### src/hw/rtl/buffer_cache_tag_manager_top_defines.svh
// assertion macros shared by the rtl files
`ifndef BUFFER_CACHE_TAG_MANAGER_TOP_DEFINES_SVH
`define BUFFER_CACHE_TAG_MANAGER_TOP_DEFINES_SVH

`ifndef SYNTH

`define BCTM_ASSERT_ALWAYS(lbl, clk, rst_n, c) \
    lbl: assert property (@(posedge clk) disable iff (!(rst_n)) (c)) \
        else $error("assertion failed");

`define BCTM_ASSERT_IMPLY(lbl, clk, rst_n, a, c) \
    lbl: assert property (@(posedge clk) disable iff (!(rst_n)) (a) |-> (c)) \
        else $error("assertion failed");

`define BCTM_ASSERT_NEXT(lbl, clk, rst_n, a, c) \
    lbl: assert property (@(posedge clk) disable iff (!(rst_n)) (a) |=> (c)) \
        else $error("assertion failed");

`else

`define BCTM_ASSERT_ALWAYS(lbl, clk, rst_n, c)
`define BCTM_ASSERT_IMPLY(lbl, clk, rst_n, a, c)
`define BCTM_ASSERT_NEXT(lbl, clk, rst_n, a, c)

`endif

`endif

### src/hw/rtl/bctm_pkg.sv
package bctm_pkg;

    localparam int SLOTS      = 32;
    localparam int IDX_W      = $clog2(SLOTS);
    localparam int BLOCK_BITS = 13;
    localparam int AGE_W      = 6;

    typedef logic [IDX_W-1:0]      t_idx;
    typedef logic [BLOCK_BITS-1:0] t_blk;
    typedef logic [AGE_W-1:0]      t_age;

    localparam t_age AGE_MAX = {AGE_W{1'b1}};

    typedef enum logic [1:0] {
        FN_ALLOC  = 2'd0,
        FN_LOOKUP = 2'd1,
        FN_DIRTY  = 2'd2,
        FN_FLUSH  = 2'd3
    } t_func;

    typedef enum logic {
        ST_IDLE,
        ST_SCAN
    } t_state;

    // record carried along the cell row with the scan token
    typedef struct packed {
        logic free_found;
        t_idx free_idx;
        t_idx old_idx;
        t_age old_age;
        logic old_dirty;
        t_blk old_block;
        logic hit;
        t_idx hit_idx;
    } t_rec;

    localparam t_rec REC_INIT = '0;

    // broadcast from control to every cell
    typedef struct packed {
        logic age_inc;
        logic flush;
        logic wr_en;
        logic wr_alloc;
        t_idx wr_idx;
        t_blk blk;
    } t_cmd;

    // flush word offered by a cell
    typedef struct packed {
        logic en;
        t_idx idx;
        t_blk block;
    } t_emit;

endpackage

### src/hw/rtl/bctm_cell.sv
module bctm_cell (
    input  logic              i_clk,
    input  logic              i_rst_n,
    input  bctm_pkg::t_idx    i_idx,
    input  logic              i_tok,
    input  bctm_pkg::t_rec    i_rec,
    input  bctm_pkg::t_cmd    i_cmd,
    output logic              o_tok,
    output bctm_pkg::t_rec    o_rec,
    output bctm_pkg::t_emit   o_emit
);

    logic           r_valid, n_valid;
    logic           r_dirty, n_dirty;
    bctm_pkg::t_age r_age,   n_age;
    bctm_pkg::t_blk r_block, n_block;
    logic           r_tok;
    bctm_pkg::t_rec r_rec,   n_rec;
    logic           sel;

    assign sel = i_cmd.wr_en && (i_cmd.wr_idx == i_idx);

    always_comb begin
        o_emit.en    = i_tok && i_cmd.flush && r_valid && r_dirty;
        o_emit.idx   = o_emit.en ? i_idx : '0;
        o_emit.block = o_emit.en ? r_block : '0;
    end

    always_comb begin
        n_rec = i_rec;
        if (!i_rec.free_found && !r_valid) begin
            n_rec.free_found = 1'b1;
            n_rec.free_idx   = i_idx;
        end
        if ((i_idx == '0) || (r_age > i_rec.old_age)) begin
            n_rec.old_idx   = i_idx;
            n_rec.old_age   = r_age;
            n_rec.old_dirty = r_dirty;
            n_rec.old_block = r_block;
        end
        if (!i_rec.hit && r_valid && (r_block == i_cmd.blk)) begin
            n_rec.hit     = 1'b1;
            n_rec.hit_idx = i_idx;
        end
    end

    always_comb begin
        n_valid = r_valid;
        n_dirty = r_dirty;
        n_age   = r_age;
        n_block = r_block;
        if (i_cmd.age_inc && r_valid && (r_age != bctm_pkg::AGE_MAX)) begin
            n_age = r_age + 1'b1;
        end
        if (sel) begin
            if (i_cmd.wr_alloc) begin
                n_valid = 1'b1;
                n_dirty = 1'b0;
                n_age   = '0;
                n_block = i_cmd.blk;
            end else begin
                n_dirty = 1'b1;
            end
        end
        if (o_emit.en) begin
            n_dirty = 1'b0;
        end
    end

    always_ff @(posedge i_clk) begin
        if (!i_rst_n) begin
            r_valid <= 1'b0;
            r_dirty <= 1'b0;
            r_age   <= '0;
            r_tok   <= 1'b0;
        end else begin
            r_valid <= n_valid;
            r_dirty <= n_dirty;
            r_age   <= n_age;
            r_tok   <= i_tok;
        end
    end

    always_ff @(posedge i_clk) begin
        r_block <= n_block;
        if (i_tok) begin
            r_rec <= n_rec;
        end
    end

    assign o_tok = r_tok;
    assign o_rec = r_rec;

endmodule

### src/hw/rtl/bctm_ctrl.sv
`include "buffer_cache_tag_manager_top_defines.svh"

module bctm_ctrl (
    input  logic              i_clk,
    input  logic              i_rst_n,
    input  logic              start,
    input  logic [1:0]        i_func,
    input  bctm_pkg::t_blk    i_block_number,
    input  logic              i_end_tok,
    input  bctm_pkg::t_rec    i_end_rec,
    input  bctm_pkg::t_emit   i_emit,
    output logic              busy,
    output logic              o_launch,
    output bctm_pkg::t_cmd    o_cmd,
    output logic              o_strobe,
    output logic              o_status,
    output bctm_pkg::t_idx    o_slot_index,
    output logic              o_writeback_valid,
    output bctm_pkg::t_blk    o_writeback_block,
    output logic              o_last
);

    bctm_pkg::t_state r_state, n_state;
    bctm_pkg::t_func  r_func;
    bctm_pkg::t_blk   r_blk;
    logic             r_launch;
    logic             r_pend_v, n_pend_v;
    bctm_pkg::t_idx   r_pend_idx, n_pend_idx;
    bctm_pkg::t_blk   r_pend_blk, n_pend_blk;
    logic             r_strobe, n_strobe;
    logic             r_status, n_status;
    bctm_pkg::t_idx   r_idx,    n_idx;
    logic             r_wbv,    n_wbv;
    bctm_pkg::t_blk   r_wbb,    n_wbb;
    logic             r_last,   n_last;
    logic             accept;
    bctm_pkg::t_idx   alloc_idx;
    logic             alloc_wb;

    assign accept    = start && (r_state == bctm_pkg::ST_IDLE);
    assign alloc_idx = i_end_rec.free_found ? i_end_rec.free_idx : i_end_rec.old_idx;
    assign alloc_wb  = !i_end_rec.free_found && i_end_rec.old_dirty;

    always_comb begin
        n_state = r_state;
        unique case (r_state)
            bctm_pkg::ST_IDLE: begin
                if (start) begin
                    n_state = bctm_pkg::ST_SCAN;
                end
            end
            bctm_pkg::ST_SCAN: begin
                if (i_end_tok) begin
                    n_state = bctm_pkg::ST_IDLE;
                end
            end
            default: n_state = bctm_pkg::ST_IDLE;
        endcase
    end

    always_comb begin
        o_cmd.age_inc  = accept && (bctm_pkg::t_func'(i_func) == bctm_pkg::FN_ALLOC);
        o_cmd.flush    = (r_func == bctm_pkg::FN_FLUSH);
        o_cmd.wr_alloc = (r_func == bctm_pkg::FN_ALLOC);
        o_cmd.wr_en    = i_end_tok && ((r_func == bctm_pkg::FN_ALLOC) ||
                         ((r_func == bctm_pkg::FN_DIRTY) && i_end_rec.hit));
        o_cmd.wr_idx   = (r_func == bctm_pkg::FN_ALLOC) ? alloc_idx : i_end_rec.hit_idx;
        o_cmd.blk      = r_blk;

        n_strobe   = 1'b0;
        n_status   = 1'b0;
        n_idx      = '0;
        n_wbv      = 1'b0;
        n_wbb      = '0;
        n_last     = 1'b0;
        n_pend_v   = r_pend_v;
        n_pend_idx = r_pend_idx;
        n_pend_blk = r_pend_blk;

        if (accept) begin
            n_pend_v = 1'b0;
        end
        if (i_end_tok) begin
            n_strobe = 1'b1;
            n_last   = 1'b1;
            n_pend_v = 1'b0;
            unique case (r_func) inside
                bctm_pkg::FN_ALLOC: begin
                    n_idx = alloc_idx;
                    n_wbv = alloc_wb;
                    n_wbb = alloc_wb ? i_end_rec.old_block : '0;
                end
                bctm_pkg::FN_LOOKUP, bctm_pkg::FN_DIRTY: begin
                    n_status = !i_end_rec.hit;
                    n_idx    = i_end_rec.hit ? i_end_rec.hit_idx : '0;
                end
                bctm_pkg::FN_FLUSH: begin
                    if (r_pend_v) begin
                        n_idx = r_pend_idx;
                        n_wbv = 1'b1;
                        n_wbb = r_pend_blk;
                    end
                end
                default: n_strobe = 1'b0;
            endcase
        end else if (i_emit.en) begin
            n_strobe   = r_pend_v;
            n_idx      = r_pend_idx;
            n_wbv      = 1'b1;
            n_wbb      = r_pend_blk;
            n_pend_v   = 1'b1;
            n_pend_idx = i_emit.idx;
            n_pend_blk = i_emit.block;
        end
    end

    always_ff @(posedge i_clk) begin
        if (!i_rst_n) begin
            r_state  <= bctm_pkg::ST_IDLE;
            r_launch <= 1'b0;
            r_pend_v <= 1'b0;
            r_strobe <= 1'b0;
        end else begin
            r_state  <= n_state;
            r_launch <= accept;
            r_pend_v <= n_pend_v;
            r_strobe <= n_strobe;
        end
    end

    always_ff @(posedge i_clk) begin
        if (accept) begin
            r_func <= bctm_pkg::t_func'(i_func);
            r_blk  <= i_block_number;
        end
        r_pend_idx <= n_pend_idx;
        r_pend_blk <= n_pend_blk;
        r_status   <= n_status;
        r_idx      <= n_idx;
        r_wbv      <= n_wbv;
        r_wbb      <= n_wbb;
        r_last     <= n_last;
    end

    assign busy              = (r_state != bctm_pkg::ST_IDLE);
    assign o_launch          = r_launch;
    assign o_strobe          = r_strobe;
    assign o_status          = r_status;
    assign o_slot_index      = r_idx;
    assign o_writeback_valid = r_wbv;
    assign o_writeback_block = r_wbb;
    assign o_last            = r_last;

    `BCTM_ASSERT_NEXT(a_end_gives_word, i_clk, i_rst_n, i_end_tok, r_strobe && r_last)
    `BCTM_ASSERT_IMPLY(a_last_idle, i_clk, i_rst_n, r_strobe && r_last, r_state == bctm_pkg::ST_IDLE)
    `BCTM_ASSERT_IMPLY(a_emit_flush, i_clk, i_rst_n, i_emit.en, r_func == bctm_pkg::FN_FLUSH && r_state == bctm_pkg::ST_SCAN)
    `BCTM_ASSERT_IMPLY(a_launch_scan, i_clk, i_rst_n, r_launch, r_state == bctm_pkg::ST_SCAN)

endmodule

### src/hw/rtl/buffer_cache_tag_manager_top.sv
// channel   direction  ports                                                handshake
// request   in         i_func, i_block_number                              start && !busy
// result    out        o_status, o_slot_index, o_writeback_valid,          o_strobe, one cycle
//                      o_writeback_block, o_last
//
// every request runs one scan: one scan token walks the cell row one slot per cycle
// an allocate, lookup or mark dirty gives one word the cycle after the token leaves the last cell
// a flush gives one word per dirty slot, each held until the scan finds the next dirty slot,
// the final one at the end; a flush with no dirty slot gives one word, with no writeback, at the end
// reset is synchronous, active low, and frees every slot at once
// the receiver cannot stall; no word waits on the receiver
`include "buffer_cache_tag_manager_top_defines.svh"

module buffer_cache_tag_manager_top (
    input  logic                  i_clk,
    input  logic                  i_rst_n,
    input  logic                  start,
    input  logic [1:0]            i_func,
    input  bctm_pkg::t_blk        i_block_number,
    output logic                  busy,
    output logic                  o_strobe,
    output logic                  o_status,
    output bctm_pkg::t_idx        o_slot_index,
    output logic                  o_writeback_valid,
    output bctm_pkg::t_blk        o_writeback_block,
    output logic                  o_last
);

    logic              launch;
    bctm_pkg::t_cmd    cmd;
    logic              tok_in  [bctm_pkg::SLOTS];
    logic              tok_out [bctm_pkg::SLOTS];
    bctm_pkg::t_rec    rec_in  [bctm_pkg::SLOTS];
    bctm_pkg::t_rec    rec_out [bctm_pkg::SLOTS];
    bctm_pkg::t_emit   emit    [bctm_pkg::SLOTS];
    bctm_pkg::t_emit   emit_any;
    logic [bctm_pkg::SLOTS-1:0] tok_vec;

    for (genvar g = 0; g < bctm_pkg::SLOTS; g++) begin : g_cell
        if (g == 0) begin : g_head
            assign tok_in[g] = launch;
            assign rec_in[g] = bctm_pkg::REC_INIT;
        end else begin : g_link
            assign tok_in[g] = tok_out[g-1];
            assign rec_in[g] = rec_out[g-1];
        end

        assign tok_vec[g] = tok_out[g];

        bctm_cell u_cell (
            .i_clk   (i_clk),
            .i_rst_n (i_rst_n),
            .i_idx   (bctm_pkg::t_idx'(g)),
            .i_tok   (tok_in[g]),
            .i_rec   (rec_in[g]),
            .i_cmd   (cmd),
            .o_tok   (tok_out[g]),
            .o_rec   (rec_out[g]),
            .o_emit  (emit[g])
        );
    end

    always_comb begin
        emit_any = '0;
        for (int i = 0; i < bctm_pkg::SLOTS; i++) begin
            emit_any = emit_any | emit[i];
        end
    end

    bctm_ctrl u_ctrl (
        .i_clk             (i_clk),
        .i_rst_n           (i_rst_n),
        .start             (start),
        .i_func            (i_func),
        .i_block_number    (i_block_number),
        .i_end_tok         (tok_out[bctm_pkg::SLOTS-1]),
        .i_end_rec         (rec_out[bctm_pkg::SLOTS-1]),
        .i_emit            (emit_any),
        .busy              (busy),
        .o_launch          (launch),
        .o_cmd             (cmd),
        .o_strobe          (o_strobe),
        .o_status          (o_status),
        .o_slot_index      (o_slot_index),
        .o_writeback_valid (o_writeback_valid),
        .o_writeback_block (o_writeback_block),
        .o_last            (o_last)
    );

    `BCTM_ASSERT_ALWAYS(a_one_token, i_clk, i_rst_n, $onehot0({tok_vec, launch}))

endmodule
### config.mk
export PLATFORM = sky130hd
export DESIGN_NAME = buffer_cache_tag_manager_top
export DESIGN_NICKNAME = d
export VERILOG_FILES = /design/src/hw/rtl/bctm_pkg.sv /design/src/hw/rtl/bctm_cell.sv /design/src/hw/rtl/bctm_ctrl.sv /design/src/hw/rtl/buffer_cache_tag_manager_top.sv
export VERILOG_INCLUDE_DIRS = /design/src /design/src/hw/rtl
export SDC_FILE = /design/constraint.sdc
export NUM_CORES = 2
export LEC_CHECK = 0
export ABC_AREA = 1
export BUFFER_PORTS_ARGS = -buffer_cell sky130_fd_sc_hd__buf_2
export CAP_MARGIN = 20
export CELL_PAD_IN_SITES_DETAIL_PLACEMENT = 1
export CELL_PAD_IN_SITES_GLOBAL_PLACEMENT = 1
export CORE_ASPECT_RATIO = 0.6
export CORE_MARGIN = 2
export CORE_UTILIZATION = 55
export DETAILED_ROUTE_END_ITERATION = 7
export PLACE_DENSITY_LB_ADDON = 0.12
export SETUP_SLACK_MARGIN = 0.2
export SLEW_MARGIN = 20
export SYNTH_ARGS = -nofsm -noshare
export SYNTH_HDL_FRONTEND = slang
export SYNTH_SLANG_ARGS = --single-unit
export TNS_END_PERCENT = 30
### constraint.sdc
create_clock -name i_clk -period 7.2 [get_ports i_clk]
set_input_delay 1.08 -clock i_clk [delete_from_list [all_inputs] [get_ports i_clk]]
set_output_delay 1.08 -clock i_clk [all_outputs]
set_load 0.01 [all_outputs]
==> impl_metrics.yaml <==
worst_setup_path:
  crit_required_ns: 7.63
  crit_buf_inv: 2
  r2r_slack_ns: 1.99
  critPathArrivalTime_ns: 5.65
  reg2reg_depth: 10
  worstSetupEndpointType: "flop"
  reg2reg_from: "u_ctrl.r_func[1]"
  worstReg2RegEnd: "u_ctrl.r_pend_blk[0]"
  cp_cell_sequence: "ha_2 > buf_4 > nand4_1 > nand2_1 > nor2_1 > nand2_1 > nor2_1 > nand2_1 > nand2_1 > inv_1"
  worstPathMaxFanout: 20
  slowest_stage: "inv_1"
  critPathMaxStageDelay_ns: 0.87
  worstSetupPathType: "flop to flop"
  cpMostUsedCell: "nand2_1"
  crit_path_start_kind: "flop"
  crit_family: "simple AND/OR/NAND/NOR gates"
worst_hold_path:
  holdPathStages: 1
  hp-start: "i_block_number[8]"
  hold_end: "u_ctrl.r_blk[8]"
  min_path_type: "primary input to flop"
power:
  pwr-share-seq: 0.528
  combPwrFrac: 0.032
  max-vdd-ir-drop_mv: 0.244
  powerDensity_mw_per_mm2: 234
  switchingPower_uw: 4870
  p_sw_frac: 0.224
  p_clk_frac: 0.440
  leakage_uw: 0.0380
  p_int_uw: 16900
cts:
  h-tree-depth: 4
  numCtsBuffers: 170
  cts_root_buf: "clkbuf_16"
  cts.clk_slew.worst_paths_ns: 0.07
  clk_latency_ns: 0.84
  cts_hold_buf: 0
  cts_setup_buffers: 0
  clock_path_buffers: 3
  cts.repair.resized: 0
  cts_tree: "yes"
  cts.sinks: 1847
drt:
  top_layer: "met5"
  avgRoutedWirePerCell_um: 33.3
  drt_iter0_markers: 12400
  via_per_inst: 6.44
  wirelength_um: 360000
  remaining_drc_errors: 0
  dr_wl_met2_um: 141000
  vias: 69500
  wl_met1_um: 142000
  drt-pass1-iter-count: 8
  wl_met3_um: 62800
  ant_nets: 0
sta:
  fin_tns_setup_ns: 0
  setup_viol: 0
  worst_clock_skew_ns: 0.0347
  slew_violations: 0
  hold_viol_final: 0
  setup_ws_ns: 1.99
  rsz0062_at_grt: "false"
  finalCritPeriodShare: 0.724
  fmax_mhz: 192
  fin_crit_ns: 5.21
  relSlewSlack: 0.152
  worstMarginPinSlew_ns: 1.27
job:
  drv_cap: 0
grt:
  antenna_found_initial: 45
  grt_pass1_wl_um: 503000
  gr-usage-all-layers: 0.452
  first_global_vias: 68900
  grt-ovfl-total: 0
  grt_start_max_net_pins: 68
synthesis:
  yosysWarnings: 0
  synth_seq_cells: 1847
  async_flop_share: 0
  synth_edf_count: 1534
  synth.top_cell.area_share: 0.544
  synth_flop_cell: "edfxtp_1"
  synth_commonest_cells: "nand2_1, edfxtp_1, inv_1"
  synth_nets: 8756
  ys_top_cells_by_area: "edfxtp_1, nand2_1, dfxtp_1, inv_1, o21ai_0"
  synthCells: 8516
  yosysTopAreaCell: "edfxtp_1"
  syn_area_per_cell_um2: 9.95
  synth.most_common_cell: "nand2_1"
  ys_types: 51
  syn_area_mm2: 0.0847
  ys_seq_area_frac: 0.618
final_layout:
  n_fill_cell: 16500
  drive_above_1_share: 0.0814
  final_area_mm2: 0.0932
  fin_util: 0.610
  area_growth_syn_to_layout_pct: 10.0
  nets: 8844
placed_design:
  portBuffers: 40
  routabilityCongestion: 1.09
  dpl.hpwl_um: 262000
  preCtsSetupSlack_ns: 2.41
  place_area_mm2: 0.0874
floorplanning:
  start_util: 0.555
  die_w_um: 511
  dieArea_mm2: 0.157
  pin_count: 41
  core_region_area_mm2: 0.153
  num_rows: 111
  die_height_um: 308
outcome:
  outcome: "completed"
[logic make-up (layout without fill, tap and decap cells)]
group	count (synthesis)	count (layout)	share of synthesized area
AND/OR/NAND/NOR	3507	3507	0.178
adder cells (fa/ha/maj)	222	222	0.0328
flip-flops	1847	1847	0.618
other	0	16	0
multiplexers	1	1	0.000118
AO/OA/AOI/OAI	1216	1216	0.0790
buffers and inverters	1484	1717	0.0679
XOR/XNOR	239	239	0.0247
[through the flow]
step	hold WS (ns)	power (uW)	instances
final	0.437	21800	10800
after global routing	0.428	22100	10800
after CTS	0.408	21600	10800
after detailed placement	0.478	12400	10500
after global placement	0.442	12300	10500
after floorplan	0.364	12000	8516
[final cells by class]
type	instances	area, um2	share of cell area
Tap cell	2034	2540	0.0273
Clock buffer	237	4820	0.0517
Multi-Input combinational cell	5185	26700	0.286
Clock inverter	80	876	0.00940
Sequential cell	1847	52300	0.562
Antenna cell	16	40.0	0.000430
Inverter	1234	4630	0.0497
Timing Repair Buffer	166	1290	0.0139
[worst register-to-register path, delay by kind of cell (launching register included)]
| kind | cells | cell delay [ns] |
|---|---|---|
| adders and majority gates | 1 | 0.72 |
| DFF | 1 | 0.42 |
| buffers and inverters | 2 | 1.45 |
| and+or+nand+nor | 7 | 2.22 |
[registers in the layout (all words and copies together), names as in the netlist, 2 cells and up]
signal	count
g_cell.u_cell.r_valid	32
u_ctrl.r_func	2
u_ctrl.r_pend_blk	13
g_cell.u_cell.r_block	416
u_ctrl.r_pend_idx	5
g_cell.u_cell.r_dirty	32
u_ctrl.r_blk	13
g_cell.u_cell.o_tok	32
g_cell.u_cell.r_age	192
u_ctrl.o_slot_index	5
u_ctrl.o_writeback_block	13
g_cell.u_cell.o_rec	1085
[layout by cell type, fill, tap and decap left out, types with 16 or more instances in the layout]
cell type     n
nand3_1     123
clkinv_2     30
o21ai_1      22
o211ai_1     27
a21boi_0     23
nor3_4       27
dfxtp_1     307
xor2_1      182
o21ai_0     726
nand3_2      24
nand2_2      34
nand4_1     132
a21oi_1     134
ha_1        220
o221ai_1     19
nor4_1       25
o22ai_1     240
edfxtp_1   1534
nor3_1      103
buf_2        39
nand2_1    2043
clkbuf_16   179
or2_2       151
buf_4       114
inv_1      1207
xnor2_1      57
clkinv_1     35
nand3b_1     20
diode_2      16
clkbuf_1     46
nor2_1      785
bufinv_16    17
[layer usage]
| layer | global-route usage | up-vias |
|---|---|---|
| met5 | 0.0140 | - |
| met4 | 0.151 | 54 |
| met3 | 0.214 | 1006 |
| met2 | 0.613 | 5373 |
| met1 | 0.630 | 34500 |
| li1 | - | 28500 |
[power groups by stage]
stage / Sequential, uW / Combinational (uW) / Clock [uW]
after floorplan: 11700 / 272 / 0
after global placement: 11700 / 610 / 0
after detailed placement: 11700 / 632 / 0
after CTS: 11500 / 642 / 9510
after global routing: 11500 / 682 / 9900
final: 11500 / 707 / 9570
[how the worst max path moves through the flow]
stage                       startpoint                   end  slack, ns  cells past startpoint
2_1_floorplan  g_cell[16].u_cell.o_tok  u_ctrl.r_pend_blk[0]       4.42                      9
3_3_place_gp          u_ctrl.r_func[1]  u_ctrl.r_pend_idx[0]       2.55                     10
3_5_place_dp          u_ctrl.r_func[1]  u_ctrl.r_pend_blk[2]       2.41                     10
4_1_cts               u_ctrl.r_func[1]  u_ctrl.r_pend_blk[0]       2.35                     10
5_1_grt               u_ctrl.r_func[1]  u_ctrl.r_pend_blk[0]       1.96                     10
6_report              u_ctrl.r_func[1]  u_ctrl.r_pend_blk[0]       1.99                     10
Note: power is estimated with default switching activity, not from simulation.
